`config.mk`:
```
export PLATFORM = sky130hd
export DESIGN_NAME = pid_step_anti_windup
export DESIGN_NICKNAME = d
export VERILOG_FILES = /design/src/sv/pidaw_pkg.sv /design/src/sv/pidaw_useq.sv /design/src/sv/pidaw_dpath.sv /design/src/sv/pid_step_anti_windup.sv
export SDC_FILE = /design/constraint.sdc
export NUM_CORES = 2
export LEC_CHECK = 0
export ABC_AREA = 1
export BUFFER_PORTS_ARGS = -buffer_cell sky130_fd_sc_hd__buf_2
export CELL_PAD_IN_SITES_DETAIL_PLACEMENT = 1
export CELL_PAD_IN_SITES_GLOBAL_PLACEMENT = 1
export CORE_MARGIN = 2
export CORE_UTILIZATION = 40
export CTS_CLUSTER_SIZE = 25
export DETAILED_ROUTE_END_ITERATION = 10
export PLACE_DENSITY = 0.7
export SYNTH_ARGS = -nofsm -noshare
export SYNTH_HDL_FRONTEND = slang
export SYNTH_SLANG_ARGS = --single-unit
```
`constraint.sdc`:
```
create_clock -name clk_i -period 10 [get_ports clk_i]
set_input_delay 1.5 -clock clk_i [delete_from_list [all_inputs] [get_ports clk_i]]
set_output_delay 1.5 -clock clk_i [all_outputs]
set_load 0.03 [all_outputs]
```
`src/sv/pidaw_pkg.sv`:
```
// ----------------------------------------------------------------------------
// pidaw_pkg: shared types and microcode for the PID step block
// Holds register indexes, control word layout and the sequencer program.
// ----------------------------------------------------------------------------
package pidaw_pkg;

  // Field and register widths
  localparam int FRAC_BITS_DEF = 16;
  localparam int DATA_W        = 32;
  localparam int DT_W          = 16;
  localparam int LIMIT_W       = 31;
  localparam int CFG_IDX_W     = 2;
  localparam int STEP_W        = 4;

  // Register reset values
  localparam logic [DATA_W-1:0]  GAIN_PROP_RST   = 32'd5243;
  localparam logic [DATA_W-1:0]  GAIN_INTEG_RST  = 32'd786;
  localparam logic [DATA_W-1:0]  GAIN_DERIV_RST  = 32'd524;
  localparam logic [LIMIT_W-1:0] INTEG_LIMIT_RST = 31'd3276800;

  // Saturation bounds
  localparam logic [DATA_W-1:0] S32_MAX = 32'h7fff_ffff;
  localparam logic [DATA_W-1:0] S32_MIN = 32'h8000_0000;

  typedef enum logic [CFG_IDX_W-1:0] {
    CFG_GAIN_PROP,
    CFG_GAIN_INTEG,
    CFG_GAIN_DERIV,
    CFG_INTEG_LIMIT
  } cfg_idx_e;

  // Multiplier operand selection
  typedef enum logic [2:0] {
    MUL_NONE,
    MUL_E_DT,
    MUL_KP_E,
    MUL_KI_I,
    MUL_KD_D
  } mul_sel_e;

  // Datapath operation of one step
  typedef enum logic [3:0] {
    ALU_NOP,
    ALU_TAKE,
    ALU_CLEAR,
    ALU_INTEG,
    ALU_ACC_LOAD,
    ALU_ACC_ADD,
    ALU_DIV_START,
    ALU_DIV_STEP,
    ALU_DERIV,
    ALU_OUT
  } alu_op_e;

  // Sequencing of one step
  typedef enum logic [2:0] {
    C_NEXT,
    C_GOTO,
    C_WAIT_IN,
    C_IF_CLEAR,
    C_LOOP_DIV,
    C_WAIT_OUT
  } cond_e;

  typedef struct packed {
    mul_sel_e          mul;
    alu_op_e           alu;
    cond_e             cond;
    logic [STEP_W-1:0] target;
  } cw_t;

  // Control from sequencer to datapath
  typedef struct packed {
    cw_t  cw;
    logic fire;
  } ctrl_t;

  // Status from datapath to sequencer
  typedef struct packed {
    logic cmd_clear;
    logic div_last;
    logic out_busy;
  } stat_t;

  // Program addresses
  localparam logic [STEP_W-1:0] ST_WAIT  = 4'd0;
  localparam logic [STEP_W-1:0] ST_DIV   = 4'd5;
  localparam logic [STEP_W-1:0] ST_CLEAR = 4'd10;

  // Microcode ROM
  function automatic cw_t ucode(input logic [STEP_W-1:0] step);
    cw_t w;
    w = '{mul: MUL_NONE, alu: ALU_NOP, cond: C_GOTO, target: ST_WAIT};
    case (step)
      4'd0:  w = '{mul: MUL_NONE, alu: ALU_TAKE,      cond: C_WAIT_IN,  target: ST_WAIT};
      4'd1:  w = '{mul: MUL_E_DT, alu: ALU_DIV_START, cond: C_IF_CLEAR, target: ST_CLEAR};
      4'd2:  w = '{mul: MUL_KP_E, alu: ALU_INTEG,     cond: C_NEXT,     target: ST_WAIT};
      4'd3:  w = '{mul: MUL_KI_I, alu: ALU_ACC_LOAD,  cond: C_NEXT,     target: ST_WAIT};
      4'd4:  w = '{mul: MUL_NONE, alu: ALU_ACC_ADD,   cond: C_NEXT,     target: ST_WAIT};
      4'd5:  w = '{mul: MUL_NONE, alu: ALU_DIV_STEP,  cond: C_LOOP_DIV, target: ST_DIV};
      4'd6:  w = '{mul: MUL_NONE, alu: ALU_DERIV,     cond: C_NEXT,     target: ST_WAIT};
      4'd7:  w = '{mul: MUL_KD_D, alu: ALU_NOP,       cond: C_NEXT,     target: ST_WAIT};
      4'd8:  w = '{mul: MUL_NONE, alu: ALU_ACC_ADD,   cond: C_NEXT,     target: ST_WAIT};
      4'd9:  w = '{mul: MUL_NONE, alu: ALU_OUT,       cond: C_WAIT_OUT, target: ST_WAIT};
      4'd10: w = '{mul: MUL_NONE, alu: ALU_CLEAR,     cond: C_GOTO,     target: ST_WAIT};
      default: w = '{mul: MUL_NONE, alu: ALU_NOP, cond: C_GOTO, target: ST_WAIT};
    endcase
    return w;
  endfunction

endpackage

```
`src/sv/pidaw_useq.sv`:
```
// ----------------------------------------------------------------------------
// pidaw_useq: microcode sequencer
// Steps through the control ROM, handles waits and conditional jumps.
// ----------------------------------------------------------------------------
module pidaw_useq (
  input  logic              clk_i,
  input  logic              rst_ni,
  input  logic              in_valid_i,
  output logic              in_stall_o,
  input  pidaw_pkg::stat_t  stat_i,
  output pidaw_pkg::ctrl_t  ctrl_o
);

  logic [pidaw_pkg::STEP_W-1:0] step_q, step_d, step_inc;
  pidaw_pkg::cw_t               cw;
  logic                         accept;

  // Fetch the control word of the current step
  assign cw       = pidaw_pkg::ucode(step_q);
  assign step_inc = step_q + pidaw_pkg::STEP_W'(1);

  assign in_stall_o = (cw.cond != pidaw_pkg::C_WAIT_IN);
  assign accept     = in_valid_i && (cw.cond == pidaw_pkg::C_WAIT_IN);

  // Gate datapath effects on wait steps
  always_comb begin
    ctrl_o.cw = cw;
    case (cw.cond)
      pidaw_pkg::C_WAIT_IN:  ctrl_o.fire = accept;
      pidaw_pkg::C_WAIT_OUT: ctrl_o.fire = !stat_i.out_busy;
      default:               ctrl_o.fire = 1'b1;
    endcase
  end

  // Select the next step
  always_comb begin
    case (cw.cond)
      pidaw_pkg::C_NEXT:     step_d = step_inc;
      pidaw_pkg::C_GOTO:     step_d = cw.target;
      pidaw_pkg::C_WAIT_IN:  step_d = accept ? step_inc : step_q;
      pidaw_pkg::C_IF_CLEAR: step_d = stat_i.cmd_clear ? cw.target : step_inc;
      pidaw_pkg::C_LOOP_DIV: step_d = stat_i.div_last ? step_inc : cw.target;
      pidaw_pkg::C_WAIT_OUT: step_d = stat_i.out_busy ? step_q : cw.target;
      default:               step_d = pidaw_pkg::ST_WAIT;
    endcase
  end

  // Hold the step counter
  always_ff @(posedge clk_i or negedge rst_ni) begin
    if (!rst_ni) begin
      step_q <= pidaw_pkg::ST_WAIT;
    end else begin
      step_q <= step_d;
    end
  end

endmodule

```
`src/sv/pidaw_dpath.sv`:
```
// ----------------------------------------------------------------------------
// pidaw_dpath: PID datapath
// Registers, one shared multiplier, a radix-2 divider and the output stage.
// ----------------------------------------------------------------------------
module pidaw_dpath #(
  parameter int FRAC_BITS = pidaw_pkg::FRAC_BITS_DEF
) (
  input  logic                              clk_i,
  input  logic                              rst_ni,
  input  logic                              cfg_we_i,
  input  logic [pidaw_pkg::CFG_IDX_W-1:0]   cfg_idx_i,
  input  logic [pidaw_pkg::DATA_W-1:0]      cfg_data_i,
  input  logic                              command_i,
  input  logic signed [pidaw_pkg::DATA_W-1:0] error_in_i,
  input  logic [pidaw_pkg::DT_W-1:0]        dt_step_i,
  input  pidaw_pkg::ctrl_t                  ctrl_i,
  output pidaw_pkg::stat_t                  stat_o,
  input  logic                              out_stall_i,
  output logic                              out_valid_o,
  output logic signed [pidaw_pkg::DATA_W-1:0] drive_o
);

  localparam int DW     = pidaw_pkg::DATA_W;
  localparam int TW     = pidaw_pkg::DT_W;
  localparam int ACC_W  = 2 * DW + 2 - FRAC_BITS;
  localparam int NUM_W  = DW + FRAC_BITS;
  localparam int CNT_W  = $clog2(NUM_W + 1);
  localparam int DT_MIN = ((1 << FRAC_BITS) + 999) / 1000;
  localparam int DT_MAX = (1 << FRAC_BITS) / 5;
  localparam logic [NUM_W-1:0] Q_MIN_MAG = NUM_W'(64'h8000_0000);

  // Configuration and controller state
  logic signed [DW-1:0]          kp_q, kp_d, ki_q, ki_d, kd_q, kd_d;
  logic [pidaw_pkg::LIMIT_W-1:0] lim_q, lim_d;
  logic signed [DW-1:0]          integ_q, integ_d, last_q, last_d;
  logic                          first_q, first_d;
  logic                          out_valid_q, out_valid_d;
  logic [CNT_W-1:0]              cnt_q, cnt_d;

  // Working registers
  logic                          cmd_q, cmd_d;
  logic signed [DW-1:0]          e_q, e_d, deriv_q, deriv_d, drive_q, drive_d;
  logic [TW-1:0]                 dt_q, dt_d, dt_c;
  logic signed [2*DW-1:0]        prod_q, prod_d;
  logic signed [ACC_W-1:0]       acc_q, acc_d;
  logic [TW-1:0]                 rem_q, rem_d;
  logic [NUM_W-1:0]              quo_q, quo_d;
  logic                          neg_q, neg_d;

  // Combinational helpers
  logic signed [DW-1:0]          mul_a, mul_b;
  logic signed [2*DW-1:0]        mul_p;
  logic signed [ACC_W-1:0]       term, integ_sum, lim_pos, lim_neg;
  logic signed [DW:0]            diff;
  logic [DW-1:0]                 mag;
  logic [TW:0]                   trial, trial_sub;
  logic                          trial_ge;
  logic [NUM_W-1:0]              quo_neg;
  logic                          acc_fits;
  pidaw_pkg::alu_op_e            op;

  assign op = ctrl_i.fire ? ctrl_i.cw.alu : pidaw_pkg::ALU_NOP;

  // Clamp the time step
  always_comb begin
    if (32'(dt_step_i) < 32'(DT_MIN)) begin
      dt_c = TW'(DT_MIN);
    end else if (32'(dt_step_i) > 32'(DT_MAX)) begin
      dt_c = TW'(DT_MAX);
    end else begin
      dt_c = dt_step_i;
    end
  end

  // Select multiplier operands
  always_comb begin
    case (ctrl_i.cw.mul)
      pidaw_pkg::MUL_E_DT: begin
        mul_a = e_q;
        mul_b = $signed(DW'(dt_q));
      end
      pidaw_pkg::MUL_KP_E: begin
        mul_a = kp_q;
        mul_b = e_q;
      end
      pidaw_pkg::MUL_KI_I: begin
        mul_a = ki_q;
        mul_b = integ_q;
      end
      pidaw_pkg::MUL_KD_D: begin
        mul_a = kd_q;
        mul_b = deriv_q;
      end
      default: begin
        mul_a = '0;
        mul_b = '0;
      end
    endcase
  end

  assign mul_p = mul_a * mul_b;

  // Floor of the registered product in fixed point
  assign term      = ACC_W'(prod_q >>> FRAC_BITS);
  assign integ_sum = ACC_W'(integ_q) + term;
  assign lim_pos   = $signed(ACC_W'(lim_q));
  assign lim_neg   = -lim_pos;

  // Divider operands
  assign diff      = $signed({e_q[DW-1], e_q}) - $signed({last_q[DW-1], last_q});
  assign mag       = diff[DW] ? DW'(-diff) : diff[DW-1:0];
  assign trial     = {rem_q, quo_q[NUM_W-1]};
  assign trial_sub = trial - {1'b0, dt_q};
  assign trial_ge  = (trial >= {1'b0, dt_q});
  assign quo_neg   = ~quo_q + NUM_W'(1);

  // Sum fits in 32 bits when the upper bits are a sign extension
  assign acc_fits = (&acc_q[ACC_W-1:DW-1]) || !(|acc_q[ACC_W-1:DW-1]);

  // Next-state logic
  always_comb begin
    kp_d        = kp_q;
    ki_d        = ki_q;
    kd_d        = kd_q;
    lim_d       = lim_q;
    integ_d     = integ_q;
    last_d      = last_q;
    first_d     = first_q;
    cnt_d       = cnt_q;
    cmd_d       = cmd_q;
    e_d         = e_q;
    dt_d        = dt_q;
    deriv_d     = deriv_q;
    drive_d     = drive_q;
    acc_d       = acc_q;
    rem_d       = rem_q;
    quo_d       = quo_q;
    neg_d       = neg_q;
    prod_d      = prod_q;
    out_valid_d = out_valid_q && out_stall_i;

    // Write configuration registers
    if (cfg_we_i) begin
      case (pidaw_pkg::cfg_idx_e'(cfg_idx_i))
        pidaw_pkg::CFG_GAIN_PROP:   kp_d  = $signed(cfg_data_i);
        pidaw_pkg::CFG_GAIN_INTEG:  ki_d  = $signed(cfg_data_i);
        pidaw_pkg::CFG_GAIN_DERIV:  kd_d  = $signed(cfg_data_i);
        pidaw_pkg::CFG_INTEG_LIMIT: lim_d = cfg_data_i[pidaw_pkg::LIMIT_W-1:0];
        default: ;
      endcase
    end

    // Register the product
    if (ctrl_i.fire && (ctrl_i.cw.mul != pidaw_pkg::MUL_NONE)) begin
      prod_d = mul_p;
    end

    case (op)
      pidaw_pkg::ALU_TAKE: begin
        cmd_d = command_i;
        e_d   = error_in_i;
        dt_d  = dt_c;
      end
      pidaw_pkg::ALU_CLEAR: begin
        integ_d = '0;
        last_d  = '0;
        first_d = 1'b1;
      end
      pidaw_pkg::ALU_INTEG: begin
        if (integ_sum > lim_pos) begin
          integ_d = DW'(lim_pos);
        end else if (integ_sum < lim_neg) begin
          integ_d = DW'(lim_neg);
        end else begin
          integ_d = DW'(integ_sum);
        end
      end
      pidaw_pkg::ALU_ACC_LOAD: acc_d = term;
      pidaw_pkg::ALU_ACC_ADD:  acc_d = acc_q + term;
      pidaw_pkg::ALU_DIV_START: begin
        quo_d = {mag, {FRAC_BITS{1'b0}}};
        rem_d = '0;
        neg_d = diff[DW];
        cnt_d = CNT_W'(NUM_W);
      end
      pidaw_pkg::ALU_DIV_STEP: begin
        rem_d = trial_ge ? trial_sub[TW-1:0] : trial[TW-1:0];
        quo_d = {quo_q[NUM_W-2:0], trial_ge};
        cnt_d = cnt_q - CNT_W'(1);
      end
      pidaw_pkg::ALU_DERIV: begin
        // Zero on the first sample, else saturate the truncated quotient
        if (first_q) begin
          deriv_d = '0;
        end else if (!neg_q) begin
          deriv_d = (|quo_q[NUM_W-1:DW-1]) ? $signed(pidaw_pkg::S32_MAX)
                                           : $signed(quo_q[DW-1:0]);
        end else begin
          deriv_d = (quo_q > Q_MIN_MAG) ? $signed(pidaw_pkg::S32_MIN)
                                        : $signed(quo_neg[DW-1:0]);
        end
        last_d  = e_q;
        first_d = 1'b0;
      end
      pidaw_pkg::ALU_OUT: begin
        if (acc_fits) begin
          drive_d = acc_q[DW-1:0];
        end else begin
          drive_d = acc_q[ACC_W-1] ? $signed(pidaw_pkg::S32_MIN)
                                   : $signed(pidaw_pkg::S32_MAX);
        end
        out_valid_d = 1'b1;
      end
      default: ;
    endcase
  end

  // Control state and configuration
  always_ff @(posedge clk_i or negedge rst_ni) begin
    if (!rst_ni) begin
      kp_q        <= pidaw_pkg::GAIN_PROP_RST;
      ki_q        <= pidaw_pkg::GAIN_INTEG_RST;
      kd_q        <= pidaw_pkg::GAIN_DERIV_RST;
      lim_q       <= pidaw_pkg::INTEG_LIMIT_RST;
      integ_q     <= '0;
      last_q      <= '0;
      first_q     <= 1'b1;
      cnt_q       <= '0;
      out_valid_q <= 1'b0;
    end else begin
      kp_q        <= kp_d;
      ki_q        <= ki_d;
      kd_q        <= kd_d;
      lim_q       <= lim_d;
      integ_q     <= integ_d;
      last_q      <= last_d;
      first_q     <= first_d;
      cnt_q       <= cnt_d;
      out_valid_q <= out_valid_d;
    end
  end

  // Payload registers
  always_ff @(posedge clk_i) begin
    cmd_q   <= cmd_d;
    e_q     <= e_d;
    dt_q    <= dt_d;
    deriv_q <= deriv_d;
    drive_q <= drive_d;
    acc_q   <= acc_d;
    rem_q   <= rem_d;
    quo_q   <= quo_d;
    neg_q   <= neg_d;
    prod_q  <= prod_d;
  end

  assign stat_o.cmd_clear = cmd_q;
  assign stat_o.div_last  = (cnt_q == CNT_W'(1));
  assign stat_o.out_busy  = out_valid_q && out_stall_i;

  assign out_valid_o = out_valid_q;
  assign drive_o     = drive_q;

endmodule

```
`src/sv/pid_step_anti_windup.sv`:
```
// ----------------------------------------------------------------------------
// pid_step_anti_windup: PID step with integral clamp, signed fixed point
// A microcoded sequencer drives a datapath with one shared multiplier and a
// one-bit-per-cycle divider for the derivative.
//
//   Port group   Direction  Handshake                  Payload
//   input item   in         in_valid_i / in_stall_o    command_i, error_in_i, dt_step_i
//   result item  out        out_valid_o / out_stall_i  drive_o
//   config       in         cfg_we_i                   cfg_idx_i, cfg_data_i
//
// A new item is accepted only after the previous one has run its full program,
// divider loop included. A clear item gives no result.
// The result register holds one item; the block waits in its final step
// while that register is full and stalled.
// Reset loads the gain defaults, zeroes the integral and previous error and
// marks the next update as a first sample.
// ----------------------------------------------------------------------------
module pid_step_anti_windup #(
  parameter int FRAC_BITS = pidaw_pkg::FRAC_BITS_DEF
) (
  input  logic                                clk_i,
  input  logic                                rst_ni,
  input  logic                                cfg_we_i,
  input  logic [pidaw_pkg::CFG_IDX_W-1:0]     cfg_idx_i,
  input  logic [pidaw_pkg::DATA_W-1:0]        cfg_data_i,
  input  logic                                in_valid_i,
  output logic                                in_stall_o,
  input  logic                                command_i,
  input  logic signed [pidaw_pkg::DATA_W-1:0] error_in_i,
  input  logic [pidaw_pkg::DT_W-1:0]          dt_step_i,
  output logic                                out_valid_o,
  input  logic                                out_stall_i,
  output logic signed [pidaw_pkg::DATA_W-1:0] drive_o
);

  pidaw_pkg::ctrl_t ctrl;
  pidaw_pkg::stat_t stat;

  // Sequencer
  pidaw_useq u_useq (
    .clk_i      (clk_i),
    .rst_ni     (rst_ni),
    .in_valid_i (in_valid_i),
    .in_stall_o (in_stall_o),
    .stat_i     (stat),
    .ctrl_o     (ctrl)
  );

  // Datapath
  pidaw_dpath #(
    .FRAC_BITS (FRAC_BITS)
  ) u_dpath (
    .clk_i       (clk_i),
    .rst_ni      (rst_ni),
    .cfg_we_i    (cfg_we_i),
    .cfg_idx_i   (cfg_idx_i),
    .cfg_data_i  (cfg_data_i),
    .command_i   (command_i),
    .error_in_i  (error_in_i),
    .dt_step_i   (dt_step_i),
    .ctrl_i      (ctrl),
    .stat_o      (stat),
    .out_stall_i (out_stall_i),
    .out_valid_o (out_valid_o),
    .drive_o     (drive_o)
  );

endmodule

```
==> summary.md <==
### Outcome
* **result of the run** completed

### Drt
* **Initial DRT Pass Iterations** 5
* **routed wire length per instance** 25.2 um
* **final wirelength** 289000 um
* **count of nets left with antenna violations after detail routing** 0
* **number of vias per cell after detailed routing** 5.43
* **number of vias in the routed layout** 62400
* **total DRC errors in the routed layout** 0
* **Iteration-0 DRC Markers** 5032

### Global route
* **combined global-route utilization of all metal layers** 32.2%
* **wire length of the first global-routing pass** 434000 um
* **number of global-route vias before repair** 67100
* **overflow left after global routing** 0
* **antenna violations before repair** 7
* **maximum number of pins on one net before global-route repair** 73

### Worst setup path
* **slack of the worst reg-to-reg path** 0.33 ns
* **classification of the worst setup path** reg2reg
* **Max Fanout on Critical Path** 28
* **worst r2r path cells** 35
* **cell at the slowest stage of the critical path** fa_1
* **startpoint class of the critical path** register
* **worst path arrival time** 10.09 ns
* **required arrival time at the worst endpoint** 10.43 ns
* **Most common cell on crit path** fa_1
* **type of destination of the critical path** register
* **worst r2r src** u_useq.step_q[0]
* **capture instance of the worst register-to-register path** u_dpath.prod_q[33]
* **delay of the slowest critical-path stage** 0.59 ns

### CTS
* **count of clock tree sinks** 479
* **clock slew at reported path FFs** 0.06 ns
* **CTS Hold Buffers Added** 0
* **root buffer cell** clkbuf_16
* **number of buffers on the longest clock path** 3
* **Clock Latency Late Sink** 0.70 ns
* **H-tree level count** 2
* **TritonCTS clock tree** done
* **number of CTS-inserted buffers** 56

### Place
* **HPWL after detailed placement** 242000 um
* **count of input and output buffers** 121
* **Final GP Congestion** 0.990
* **setup slack at placement** 0.112 ns

### Min path
* **cell count of the worst hold path** 2
* **worst min-delay path startpoint** u_dpath.ki_q[0]
* **Worst Hold Endpoint** u_dpath.ki_q[0]
* **worst hold path type** reg2reg

### STA
* **Final setup viols** 0
* **measured slew at the worst slew-check pin** 1.22 ns
* **slew margin rel.** 18.9%
* **number of slew-limit violations in the final report** 0
* **Clock Skew** 0.0602 ns
* **worst path setup slack after routing** 0.334 ns
* **final clock period utilization by the worst path** 96.7%
* **FMAX** 103 MHz
* **count of final hold-check violations** 0
* **crit path time final** 9.67 ns

### Yosys
* **synthesized area divided by synthesized cell count** 7.90 um^2
* **most used flip-flop cell after synthesis** edfxtp_1
* **EDFF count, synth** 276
* **share of flip-flops with an asynchronous set or reset after synthesis** 42.4%
* **fraction of the yosys area taken by sequential cells** 18.9%
* **most frequently used cell type in the post-synthesis netlist** nand2_1
* **area share of the largest cell type after synthesis** 30.6%
* **post-synthesis cell type count** 70
* **number of register bits inferred by synthesis** 479
* **synthesis warning total** 0
* **Gate Count Post-Synth** 8986
* **biggest area consumer among synthesized cells** fa_1
* **most numerous cell types in the synthesized netlist** nand2_1, inv_1, fa_1
* **top post-synthesis cells by area** fa_1, edfxtp_1, nand2_1
* **synthesized cell area** 71000 um^2

### Floorplan
* **die area** 181000 um^2
* **Die Height** 425 um
* **Core Box Area** 176000 um^2
* **Row Count** 154
* **initial core utilization** 40.3%
* **floorplan die width** 425 um
* **IO Count** 122

### Run
* **max-cap violation count** 0

### Finish
* **max FFs per register** 50
* **total number of nets in the final design** 10700
* **largest registers** u_dpath.acc_q x50, u_dpath.prod_q x48, u_dpath.quo_q x48
* **layout-stage area growth over the synthesis result** 8.69%
* **final-layout fill cell count** 21600
* **register name with the most flops** u_dpath.acc_q
* **final standard cell utilization of the core** 43.8%
* **layout cells sized above 1** 6.71%

==> worst max-delay path: cells and delay by family, from the launching register on <==
family	cells	cell delay, ns
compound gates	3	0.68
fa+ha+maj	11	5.06
buf+inv	9	1.64
flops	1	0.45
simple gates	12	1.52
==> placed cells by master (no fill, tap or decap), drive strengths merged, types with 27 or more instances in the layout <==
master,synthesis,routed
o21a,31,31
a22o,42,42
o22ai,41,41
dfrtp,184,184
nor3,74,74
inv,1826,1828
a21oi,387,387
ha,415,415
nand3,320,320
nor4,27,27
o21ai,454,454
edfxtp,276,276
nand4,101,101
clkinv,20,39
nand2,2020,2020
fa,1085,1085
xor2,140,140
nor2,1034,1034
buf,90,326
or2,28,28
xnor2,49,49
a31oi,28,28
clkbuf,183,66
==> routing by layer <==
layer	routed length, um	vias up	track usage, %
met4	12200	4	11.7
met2	129000	2183	50.5
li1	-	27900	-
met3	22500	428	5.79
met1	125000	31900	44.4
met5	21	-	0
==> how the worst max path moves through the flow <==
stage,to,start,cells after the start
after floorplan,u_dpath.prod_q[63],u_useq.step_q[0],35
after global placement,u_dpath.prod_q[36],u_useq.step_q[3],33
after detailed placement,u_dpath.prod_q[60],u_useq.step_q[0],34
after CTS,u_dpath.prod_q[60],u_useq.step_q[0],34
after global routing,u_dpath.prod_q[63],u_useq.step_q[0],35
final,u_dpath.prod_q[33],u_useq.step_q[0],35
==> repair_timing <==
action	in CTS	in global routing
setup buffers	0	13
resized for setup	0	10
endpoints found under the setup margin	0	26
==> kinds of logic after synthesis <==
family          Yosys count  synth area share (%)
buf+inv                2119                  11.4
simple gates           3627                  21.0
fa+ha+maj              1500                  37.9
other cells               1               0.00528
flops                   479                  18.9
xor+xnor                189                  2.34
compound gates         1071                  8.47
==> final cells by class <==
type	instances	area, um^2	share of cell area [%]
Clock buffer	65	1460	1.89
Clock inverter	41	482	0.625
Antenna cell	4	10.0	0.0130
Inverter	1846	6960	9.02
Multi-Input combinational cell	6389	49600	64.3
Sequential cell	479	13400	17.4
Timing Repair Buffer	327	2300	2.98
Tap cell	2340	2930	3.80
==> per-stage QoR <==
step	setup TNS (ns)	hold WS (ns)	instance area (um^2)	instances
after floorplan	0	0.453	71000	8987
after global placement	0	0.468	75000	11400
after detailed placement	0	0.476	75000	11400
after CTS	0	0.490	77000	11500
after global routing	-0.00410	0.503	77100	11500
final	0	0.489	77100	11500
Power is left out: the tool's default activity adds up to more than one toggle a clock period on the data nets, which glitch-free logic cannot reach.
